===== src/owtr_pkg.sv =====
// Shared types and constants for the one-wire temperature reader.
// No dependencies; imported by owtr_seq, the top level and the testbench.
`timescale 1ns / 1ps
`default_nettype none

package owtr_pkg;

  // Sequencer phases
  typedef enum logic [3:0] {
    PH_IDLE     = 4'd0,
    PH_RST_LOW  = 4'd1,
    PH_RST_WAIT = 4'd2,
    PH_RST_TAIL = 4'd3,
    PH_WR_LOW   = 4'd4,
    PH_WR_HOLD  = 4'd5,
    PH_WR_REC   = 4'd6,
    PH_CONV     = 4'd7,
    PH_RD_LOW   = 4'd8,
    PH_RD_WAIT  = 4'd9,
    PH_RD_HOLD  = 4'd10
  } owtr_phase_t;

  // Configuration register indexes
  localparam logic [2:0] CFG_RESET_LOW      = 3'd0;
  localparam logic [2:0] CFG_PRESENCE_SMP   = 3'd1;
  localparam logic [2:0] CFG_RESET_TAIL     = 3'd2;
  localparam logic [2:0] CFG_SLOT_LOW       = 3'd3;
  localparam logic [2:0] CFG_WRITE_HOLD     = 3'd4;
  localparam logic [2:0] CFG_READ_SMP       = 3'd5;
  localparam logic [2:0] CFG_READ_HOLD      = 3'd6;
  localparam logic [2:0] CFG_CONVERT_WAIT   = 3'd7;

  localparam int CFG_DATA_W = 20;
  localparam int TICK_W     = 20;

  // Command bytes
  localparam logic [7:0] CMD_SKIP_ROM = 8'hCC;
  localparam logic [7:0] CMD_CONVERT  = 8'h44;
  localparam logic [7:0] CMD_RD_SCRPD = 8'hBE;

  // Step numbers with special meaning
  localparam logic [2:0] STEP_CONV_DONE = 3'd2;  // both convert-phase bytes sent
  localparam logic [2:0] STEP_RD_LOW    = 3'd4;  // reading the low temperature byte
  localparam logic [2:0] STEP_RD_HIGH   = 3'd5;

  typedef struct packed {
    logic [9:0]  reset_low;
    logic [7:0]  presence_smp;
    logic [9:0]  reset_tail;
    logic [3:0]  slot_low;
    logic [7:0]  write_hold;
    logic [5:0]  read_smp;
    logic [7:0]  read_hold;
    logic [19:0] convert_wait;
  } owtr_cfg_t;

  typedef struct packed {
    owtr_phase_t        phase;
    logic [TICK_W-1:0]  tick_count;
    logic [2:0]         bit_index;
    logic [2:0]         step_index;
    logic [7:0]         shift_byte;
    logic [7:0]         low_byte;
    logic [15:0]        temperature;
    logic               presence_fault;
  } owtr_state_t;

  typedef struct packed {
    logic drive_low;
    logic busy;
    logic done;
  } owtr_flags_t;

  // Command byte sent at a given write step
  function automatic logic [7:0] cmd_byte(input logic [1:0] step);
    logic [7:0] b;
    unique case (step)
      2'd0:    b = CMD_SKIP_ROM;
      2'd1:    b = CMD_CONVERT;
      2'd2:    b = CMD_SKIP_ROM;
      default: b = CMD_RD_SCRPD;
    endcase
    return b;
  endfunction

endpackage

`default_nettype wire


===== src/owtr_tenths.sv =====
// Raw 1/16-degree two's complement reading to tenths of a degree, truncated toward zero.
// Pure combinational; needs no package, instanced by owtr_seq.
`timescale 1ns / 1ps
`default_nettype none

module owtr_tenths (
  input  wire logic [15:0] raw,
  output logic      [15:0] tenths
);

  logic        neg;
  logic [15:0] mag;
  logic [19:0] prod;
  logic [15:0] scaled;

  always_comb begin
    neg    = raw[15];
    mag    = neg ? (16'd0 - raw) : raw;
    // x10 as x8 + x2
    prod   = {1'b0, mag, 3'b000} + {3'b000, mag, 1'b0};
    scaled = prod[19:4];
    tenths = neg ? (16'd0 - scaled) : scaled;
  end

endmodule

`default_nettype wire


===== src/owtr_seq.sv =====
// Next-state logic of the one-wire read sequencer: one bus tick per evaluation.
// Depends on owtr_pkg and owtr_tenths.
`timescale 1ns / 1ps
`default_nettype none

module owtr_seq
  import owtr_pkg::*;
(
  input  wire owtr_state_t cur,
  input  wire owtr_cfg_t   cfg,
  input  wire logic        start_req,
  input  wire logic        line_level,
  output owtr_state_t      nxt,
  output owtr_flags_t      flags
);

  logic [TICK_W-1:0] lim;
  logic [TICK_W-1:0] lim_m1;
  logic              hit;
  logic [TICK_W-1:0] tick_adv;
  logic [15:0]       tenths;
  logic [2:0]        step_inc;

  owtr_tenths u_tenths (
    .raw    ({cur.shift_byte, cur.low_byte}),
    .tenths (tenths)
  );

  // Shared tick timer: limit picked by phase, zero acts as one
  always_comb begin
    unique case (cur.phase)
      PH_RST_LOW:             lim = TICK_W'(cfg.reset_low);
      PH_RST_WAIT:            lim = TICK_W'(cfg.presence_smp);
      PH_RST_TAIL:            lim = TICK_W'(cfg.reset_tail);
      PH_WR_LOW, PH_RD_LOW:   lim = TICK_W'(cfg.slot_low);
      PH_WR_HOLD:             lim = TICK_W'(cfg.write_hold);
      PH_RD_WAIT:             lim = TICK_W'(cfg.read_smp);
      PH_RD_HOLD:             lim = TICK_W'(cfg.read_hold);
      PH_CONV:                lim = cfg.convert_wait;
      default:                lim = TICK_W'(1);
    endcase
    lim_m1   = (lim == '0) ? '0 : (lim - TICK_W'(1));
    hit      = (cur.tick_count >= lim_m1);
    tick_adv = hit ? '0 : (cur.tick_count + TICK_W'(1));
  end

  always_comb begin
    nxt             = cur;
    flags.drive_low = 1'b0;
    flags.busy      = (cur.phase != PH_IDLE);
    flags.done      = 1'b0;
    step_inc        = cur.step_index + 3'd1;

    unique case (cur.phase)
      PH_IDLE: begin
        if (start_req) begin
          nxt.presence_fault = 1'b0;
          nxt.step_index     = '0;
          nxt.tick_count     = '0;
          nxt.phase          = PH_RST_LOW;
        end
      end
      PH_RST_LOW: begin
        flags.drive_low = 1'b1;
        nxt.tick_count  = tick_adv;
        if (hit) nxt.phase = PH_RST_WAIT;
      end
      PH_RST_WAIT: begin
        nxt.tick_count = tick_adv;
        if (hit) begin
          if (line_level) nxt.presence_fault = 1'b1;
          nxt.phase = PH_RST_TAIL;
        end
      end
      PH_RST_TAIL: begin
        nxt.tick_count = tick_adv;
        if (hit) begin
          nxt.bit_index = '0;
          if (cur.step_index < STEP_RD_LOW) begin
            nxt.shift_byte = cmd_byte(cur.step_index[1:0]);
            nxt.phase      = PH_WR_LOW;
          end else begin
            nxt.shift_byte = '0;
            nxt.phase      = PH_RD_LOW;
          end
        end
      end
      PH_WR_LOW: begin
        flags.drive_low = 1'b1;
        nxt.tick_count  = tick_adv;
        if (hit) nxt.phase = PH_WR_HOLD;
      end
      PH_WR_HOLD: begin
        flags.drive_low = ~cur.shift_byte[0];
        nxt.tick_count  = tick_adv;
        if (hit) nxt.phase = PH_WR_REC;
      end
      PH_WR_REC: begin
        nxt.tick_count = '0;
        nxt.shift_byte = cur.shift_byte >> 1;
        if (cur.bit_index == 3'd7) begin
          nxt.bit_index  = '0;
          nxt.step_index = step_inc;
          if (step_inc == STEP_CONV_DONE) begin
            nxt.phase = (cfg.convert_wait == '0) ? PH_RST_LOW : PH_CONV;
          end else if (step_inc < STEP_RD_LOW) begin
            nxt.shift_byte = cmd_byte(step_inc[1:0]);
            nxt.phase      = PH_WR_LOW;
          end else begin
            nxt.shift_byte = '0;
            nxt.phase      = PH_RD_LOW;
          end
        end else begin
          nxt.bit_index = cur.bit_index + 3'd1;
          nxt.phase     = PH_WR_LOW;
        end
      end
      PH_CONV: begin
        if (cfg.convert_wait == '0 || hit) begin
          nxt.tick_count = '0;
          nxt.phase      = PH_RST_LOW;
        end else begin
          nxt.tick_count = tick_adv;
        end
      end
      PH_RD_LOW: begin
        flags.drive_low = 1'b1;
        nxt.tick_count  = tick_adv;
        if (hit) nxt.phase = PH_RD_WAIT;
      end
      PH_RD_WAIT: begin
        nxt.tick_count = tick_adv;
        if (hit) begin
          nxt.shift_byte = {line_level, cur.shift_byte[7:1]};
          nxt.phase      = PH_RD_HOLD;
        end
      end
      PH_RD_HOLD: begin
        nxt.tick_count = tick_adv;
        if (hit) begin
          if (cur.bit_index == 3'd7) begin
            nxt.bit_index = '0;
            if (cur.step_index == STEP_RD_LOW) begin
              nxt.low_byte   = cur.shift_byte;
              nxt.step_index = STEP_RD_HIGH;
              nxt.shift_byte = '0;
              nxt.phase      = PH_RD_LOW;
            end else begin
              nxt.temperature = tenths;
              flags.done      = 1'b1;
              nxt.step_index  = '0;
              nxt.phase       = PH_IDLE;
            end
          end else begin
            nxt.bit_index = cur.bit_index + 3'd1;
            nxt.phase     = PH_RD_LOW;
          end
        end
      end
      default: begin
        nxt.phase      = PH_IDLE;
        nxt.tick_count = '0;
      end
    endcase
  end

endmodule

`default_nettype wire


===== src/one_wire_temperature_reader_unit.sv =====
// Top level of the one-wire temperature reader: config registers, sequencer state,
// result register and handshakes. Depends on owtr_pkg, owtr_seq (and owtr_tenths).
`timescale 1ns / 1ps
`default_nettype none

// One-wire master that performs a full temperature read of a single device:
// reset/presence, skip ROM, convert, conversion wait, reset, skip ROM, read
// scratchpad, then the two temperature bytes LSB first. Every input transaction
// is one bus tick carrying the start request and the sampled bus level; every
// input transaction yields exactly one output transaction carrying the open-drain
// drive, busy, a one-tick done pulse, the temperature in tenths of a degree
// (truncated toward zero) and the no-presence flag. Throughput is one transaction
// per clock: the sequencer state and a one-deep result register are updated on
// the same edge that accepts a tick, so in_ready stays high unless the result
// register holds an untaken transaction while out_ready is low. out_valid is
// set by the edge that accepts a tick. Drive and busy reflect the phase before
// the tick; done, temperature and no-presence reflect the state after it. The
// configuration registers (tick counts) come up at their reset defaults and are
// written through cfg_wen/cfg_index/cfg_wdata, masked to each register's width.
module one_wire_temperature_reader_unit
  import owtr_pkg::*;
(
  input  wire logic                  clk,
  input  wire logic                  rst_n,
  // tick input channel
  input  wire logic                  in_valid,
  output logic                       in_ready,
  input  wire logic                  in_start_req,
  input  wire logic                  in_line_level,
  // result channel
  output logic                       out_valid,
  input  wire logic                  out_ready,
  output logic                       out_drive_low,
  output logic                       out_busy_res,
  output logic                       out_done_res,
  output logic signed [15:0]         out_temperature_tenths,
  output logic                       out_no_presence,
  // configuration write port
  input  wire logic                  cfg_wen,
  input  wire logic [2:0]            cfg_index,
  input  wire logic [CFG_DATA_W-1:0] cfg_wdata
);

  owtr_cfg_t   cfg_r;
  owtr_state_t st_r;
  owtr_state_t st_nxt;
  owtr_flags_t flags;
  logic        in_acc;

  logic        out_valid_r;
  logic        drive_r;
  logic        busy_r;
  logic        done_r;
  logic [15:0] temp_r;
  logic        nopres_r;

  // Result register frees up when empty or being drained this cycle.
  assign in_ready = !out_valid_r || out_ready;
  assign in_acc   = in_valid && in_ready;

  // Configuration registers; each write is truncated to the field width.
  always_ff @(posedge clk) begin
    if (!rst_n) begin
      cfg_r.reset_low    <= 10'd480;
      cfg_r.presence_smp <= 8'd70;
      cfg_r.reset_tail   <= 10'd410;
      cfg_r.slot_low     <= 4'd2;
      cfg_r.write_hold   <= 8'd60;
      cfg_r.read_smp     <= 6'd12;
      cfg_r.read_hold    <= 8'd50;
      cfg_r.convert_wait <= 20'd750000;
    end else if (cfg_wen) begin
      unique case (cfg_index)
        CFG_RESET_LOW:    cfg_r.reset_low    <= cfg_wdata[9:0];
        CFG_PRESENCE_SMP: cfg_r.presence_smp <= cfg_wdata[7:0];
        CFG_RESET_TAIL:   cfg_r.reset_tail   <= cfg_wdata[9:0];
        CFG_SLOT_LOW:     cfg_r.slot_low     <= cfg_wdata[3:0];
        CFG_WRITE_HOLD:   cfg_r.write_hold   <= cfg_wdata[7:0];
        CFG_READ_SMP:     cfg_r.read_smp     <= cfg_wdata[5:0];
        CFG_READ_HOLD:    cfg_r.read_hold    <= cfg_wdata[7:0];
        CFG_CONVERT_WAIT: cfg_r.convert_wait <= cfg_wdata;
        default:          cfg_r              <= cfg_r;
      endcase
    end
  end

  // One bus tick of sequencer logic
  owtr_seq u_seq (
    .cur        (st_r),
    .cfg        (cfg_r),
    .start_req  (in_start_req),
    .line_level (in_line_level),
    .nxt        (st_nxt),
    .flags      (flags)
  );

  // Sequencer state advances only on an accepted tick.
  always_ff @(posedge clk) begin
    if (!rst_n) begin
      st_r <= '{phase: PH_IDLE, default: '0};
    end else if (in_acc) begin
      st_r <= st_nxt;
    end
  end

  // Result register
  always_ff @(posedge clk) begin
    if (!rst_n) begin
      out_valid_r <= 1'b0;
    end else if (in_acc) begin
      out_valid_r <= 1'b1;
    end else if (out_ready) begin
      out_valid_r <= 1'b0;
    end
  end

  always_ff @(posedge clk) begin
    if (in_acc) begin
      drive_r  <= flags.drive_low;
      busy_r   <= flags.busy;
      done_r   <= flags.done;
      temp_r   <= st_nxt.temperature;
      nopres_r <= st_nxt.presence_fault;
    end
  end

  assign out_valid              = out_valid_r;
  assign out_drive_low          = drive_r;
  assign out_busy_res           = busy_r;
  assign out_done_res           = done_r;
  assign out_temperature_tenths = $signed(temp_r);
  assign out_no_presence        = nopres_r;

`ifndef SYNTH
  // A done pulse only comes out of a running sequence.
  a_done_busy: assert property (@(posedge clk) disable iff (!rst_n)
    (out_valid && out_done_res) |-> out_busy_res)
    else $error("done without busy");

  // An accepted start while idle opens the reset pulse on the next tick.
  a_start_rst: assert property (@(posedge clk) disable iff (!rst_n)
    (in_acc && st_r.phase == PH_IDLE && in_start_req) |=> (st_r.phase == PH_RST_LOW))
    else $error("start did not begin reset pulse");

  // Every accepted tick shows up in the result register.
  a_acc_out: assert property (@(posedge clk) disable iff (!rst_n)
    in_acc |=> out_valid)
    else $error("accepted tick lost");

  // State only moves on accepted ticks.
  a_hold: assert property (@(posedge clk) disable iff (!rst_n)
    (!in_acc && $past(rst_n)) |=> $stable(st_r))
    else $error("state moved without a tick");
`endif

endmodule

`default_nettype wire


===== config.mk =====
export PLATFORM = sky130hd
export DESIGN_NAME = one_wire_temperature_reader_unit
export DESIGN_NICKNAME = d
export VERILOG_FILES = /design/src/owtr_pkg.sv /design/src/owtr_tenths.sv /design/src/owtr_seq.sv /design/src/one_wire_temperature_reader_unit.sv
export SDC_FILE = /design/constraint.sdc
export NUM_CORES = 1
export LEC_CHECK = 0
export ABC_AREA = 0
export BUFFER_PORTS_ARGS = -buffer_cell sky130_fd_sc_hd__buf_2
export CELL_PAD_IN_SITES_DETAIL_PLACEMENT = 1
export CELL_PAD_IN_SITES_GLOBAL_PLACEMENT = 1
export CORE_MARGIN = 1
export CORE_UTILIZATION = 32
export DETAILED_ROUTE_END_ITERATION = 8
export GPL_TIMING_DRIVEN = 0
export PLACE_DENSITY = 0.69
export SYNTH_ARGS = -nofsm -noshare
export SYNTH_HDL_FRONTEND = slang
export SYNTH_HIERARCHICAL = 1
export SYNTH_SLANG_ARGS = --single-unit
export TNS_END_PERCENT = 5

===== constraint.sdc =====
create_clock -name clk -period 4.9 [get_ports clk]
set_input_delay 0.49 -clock clk [delete_from_list [all_inputs] [get_ports clk]]
set_output_delay 0.49 -clock clk [all_outputs]
set_load 0.005 [all_outputs]

==> out/results.txt <==
Critical Path AT = 5.11 ns
Clk slew on worst S/H paths = 0.06 ns
Detailed Route WL = 35.3 mm
Std cell rows = 67
Post-DP HPWL = 26.1 mm
GPL Wtd Cong = 0.853
Drt drc = 0
FMAX = 0.209 GHz
Die H = 187 um
First DRT Iteration DRCs = 491
DR WL/cell = 19.0 um
Endpoints failing hold = 0
Worst-path fanout max = 9
Core Area = 0.0336 mm^2
Met1 Use GR = 25.8%
Total power = 3.21 mW
Clock buffer count from CTS = 17
Routed Antenna Nets = 0
Initial antenna violation count = 0
Vias in the first global route = 10200
CTS tree = yes
First-pass GRT wire length = 55.9 mm
Status = finished, final reports clean
Antenna diodes = 0
Total track usage = 20.0%
Post-synthesis cell type count = 109
Die area = 0.0349 mm^2
Synth Net Count = 1388
Met2 GRT Util = 34.0%
Layout cell share with drive strength beyond 1 = 19.7%
Max-Cap Viols = 0
Post-synth EDFFs = 20
Syn-to-layout area delta = 17.7%
Initial Utilization = 32.6%
Routed via count = 10100
Worst setup SP type = flop
RSZ-0062 raised after global routing = yes
Most common cell after layout, fill and taps aside = nand2_1
Hold Buf Count CTS = 0
Die W = 187 um
Final setup viols = 0
Worst EP required = 5.21 ns
LEAKAGE = 5.30 nW
Syn_area_per_cell = 8.34 um^2
Crit path capture type = flop
CP max stage cell = nand2b_1
Most frequent cells in the layout = nand2_1, dfxtp_1, mux2i_1
Power per Cell Area = 249 mW/mm^2
DR pass1 iterations = 6
Vias per cell = 5.47
Clock Skews = 0.0104 ns
Hold crit path type = in -> reg
Max VDD drop = 308 uV
Crit path cell chain = buf_6 -> and4bb_1 -> buf_2 -> a32o_1 -> a211o_4 -> nor3b_4 -> buf_6 -> and2_2 -> nand2_4 -> and2_1 -> ha_1 -> nand2b_1 -> a21o_1 -> a21o_1 -> a21o_1 -> a211o_2 -> nand2b_1 -> mux2_2 -> nand2_1 -> mux2i_1
Setup TNS = 0 ns
Crit path largest cell delay = 0.43 ns
Main synth FF type = dfxtp_1
Slew Limit Headroom = 45.1%
Period minus WS final = 4.79 ns
GRT overflow = 0
Layout fillers = 3987
Met3 Resource Use GR = 3.04%
Post-Syn Instances = 1312
Synthesis warning total = 6
Mapped Area = 0.0109 mm^2
CTS Root Cell = clkbuf_16
WHS = 0.260 ns
Final Core Density = 38.3%
Layout Nets = 1471
Sink Count = 158
CTS max path bufs = 2
Ys async rst share = 0%
Most Crowded Layer GR = met2
#FFs+latches synth = 158
Fin crit share = 97.9%
Largest net degree at the start of global routing = 30
Port-buffer cells = 46
Worst-skew pair later-pin latency = 0.44 ns
Seq/Total Area, Yosys = 30.7%
Worst path most repeated cell = a21o_1
Io pins = 52
Final Max Slew Viols = 0
CTS H-tree lvls = 4
CP Class = reg -> reg
Least-Margin Pin Slew = 0.824 ns
-- worst max-delay path: cells and delay by family, from the launching register on --
kind / cells / cell delay (ns)
AOI/OAI and AO/OA: 6 / 1.48
buffers and inverters: 3 / 0.48
and+or+nand+nor: 8 / 1.60
muxes: 2 / 0.49
DFF: 1 / 0.32
adders and majority gates: 1 / 0.27
-- area by class of cell --
class | count | area (um^2) | share of cell area, %
Sequential cell | 158 | 3380 | 26.2
Timing Repair Buffer | 67 | 392 | 3.04
Multi-Input combinational cell | 1033 | 7330 | 56.9
Inverter | 28 | 105 | 0.816
Tap cell | 448 | 561 | 4.35
Clock inverter | 10 | 113 | 0.874
Clock buffer | 22 | 464 | 3.60
Buffer | 90 | 541 | 4.20
-- per-layer routing --
metal | vias up | wire, um
li1 | 4904 | -
met2 | 200 | 16600
met5 | - | 0
met1 | 4999 | 16700
met4 | 0 | 852
met3 | 46 | 1130
-- cells in the mapped netlist, types with 8 or more instances --
cell type    n  area [um^2]
a21o_1      23          173
a21oi_1     43          215
a22o_1      14          123
and2_1       8         50.1
and3_1      19          119
buf_1        8         30.0
buf_2       28          140
clkbuf_1    45          169
dfxtp_1    138         2760
edfxtp_1    20          601
ha_1        45          563
inv_1       26         97.6
mux2_2      28          315
mux2i_1     97          971
nand2_1    252          946
nand2b_1     9         56.3
nand3_1     72          360
nand4_1     12         75.1
nor2_1      40          150
nor3_1      16         80.1
nor3b_1     12         90.1
nor4_1      10         62.6
o211a_1      9         90.1
o21a_1      10         75.1
o21ai_0     63          315
o311ai_0     8         70.1
o31ai_1     13         97.6
or2_2        9         56.3
or3_1       12         75.1
xnor2_1     40          350
xor2_1      13          114
-- worst paths after layout --
path	depth (start not counted)	from	endpoint	slack, ns
max	20	st_r[60]$_SDFFE_PN0P_	st_r[24]$_SDFFE_PN0P_	0.11
min	3	cfg_wdata[14]	cfg_r[14]$_SDFFE_PN1P_	0.26
max reg2reg	20	st_r[60]$_SDFFE_PN0P_	st_r[24]$_SDFFE_PN0P_	0.11
min reg2reg	2	cfg_r[68]$_SDFFE_PN0P_	cfg_r[68]$_SDFFE_PN0P_	0.46
-- sequential cells by signal, indices dropped and copies added (netlist names) --
register and cells:
out_busy_res 1, out_done_res 1, cfg_r 74, st_r 63, out_valid 1, out_drive_low 1
out_no_presence 1, out_temperature_tenths 16
-- where the power goes --
group | switching (mW) | internal, mW
clock | 0.563 | 0.775
combinational | 0.322 | 0.193
sequential | 0.0172 | 1.34
total | 0.903 | 2.30
-- stage by stage --
step / worst slack, ns / area (um^2) / cells
floorplan: 0.326 / 10900 / 1312
global placement: -0.933 / 11700 / 1806
detailed placement: -1.01 / 11700 / 1806
CTS: -0.0149 / 12500 / 1842
global route: -0.134 / 12900 / 1856
finish: 0.105 / 12900 / 1856
-- logic make-up after synthesis --
family                   after synthesis  synth area share, %
flip-flops                           158                 30.7
adder cells (fa/ha/maj)               47                 5.42
AO/OA/AOI/OAI                        265                 16.9
AND/OR/NAND/NOR                      540                 25.4
XOR/XNOR                              53                 4.24
multiplexers                         127                 12.0
buffers and inverters                122                 5.27
-- timing repair --
action,in CTS,in global routing
resized for setup,47,81
setup endpoints to repair,81,80
pin swaps,12,18
setup buffers,7,14
hold endpoints to repair,0,0
cloned,0,1
(Power assumes the default switching activity.)
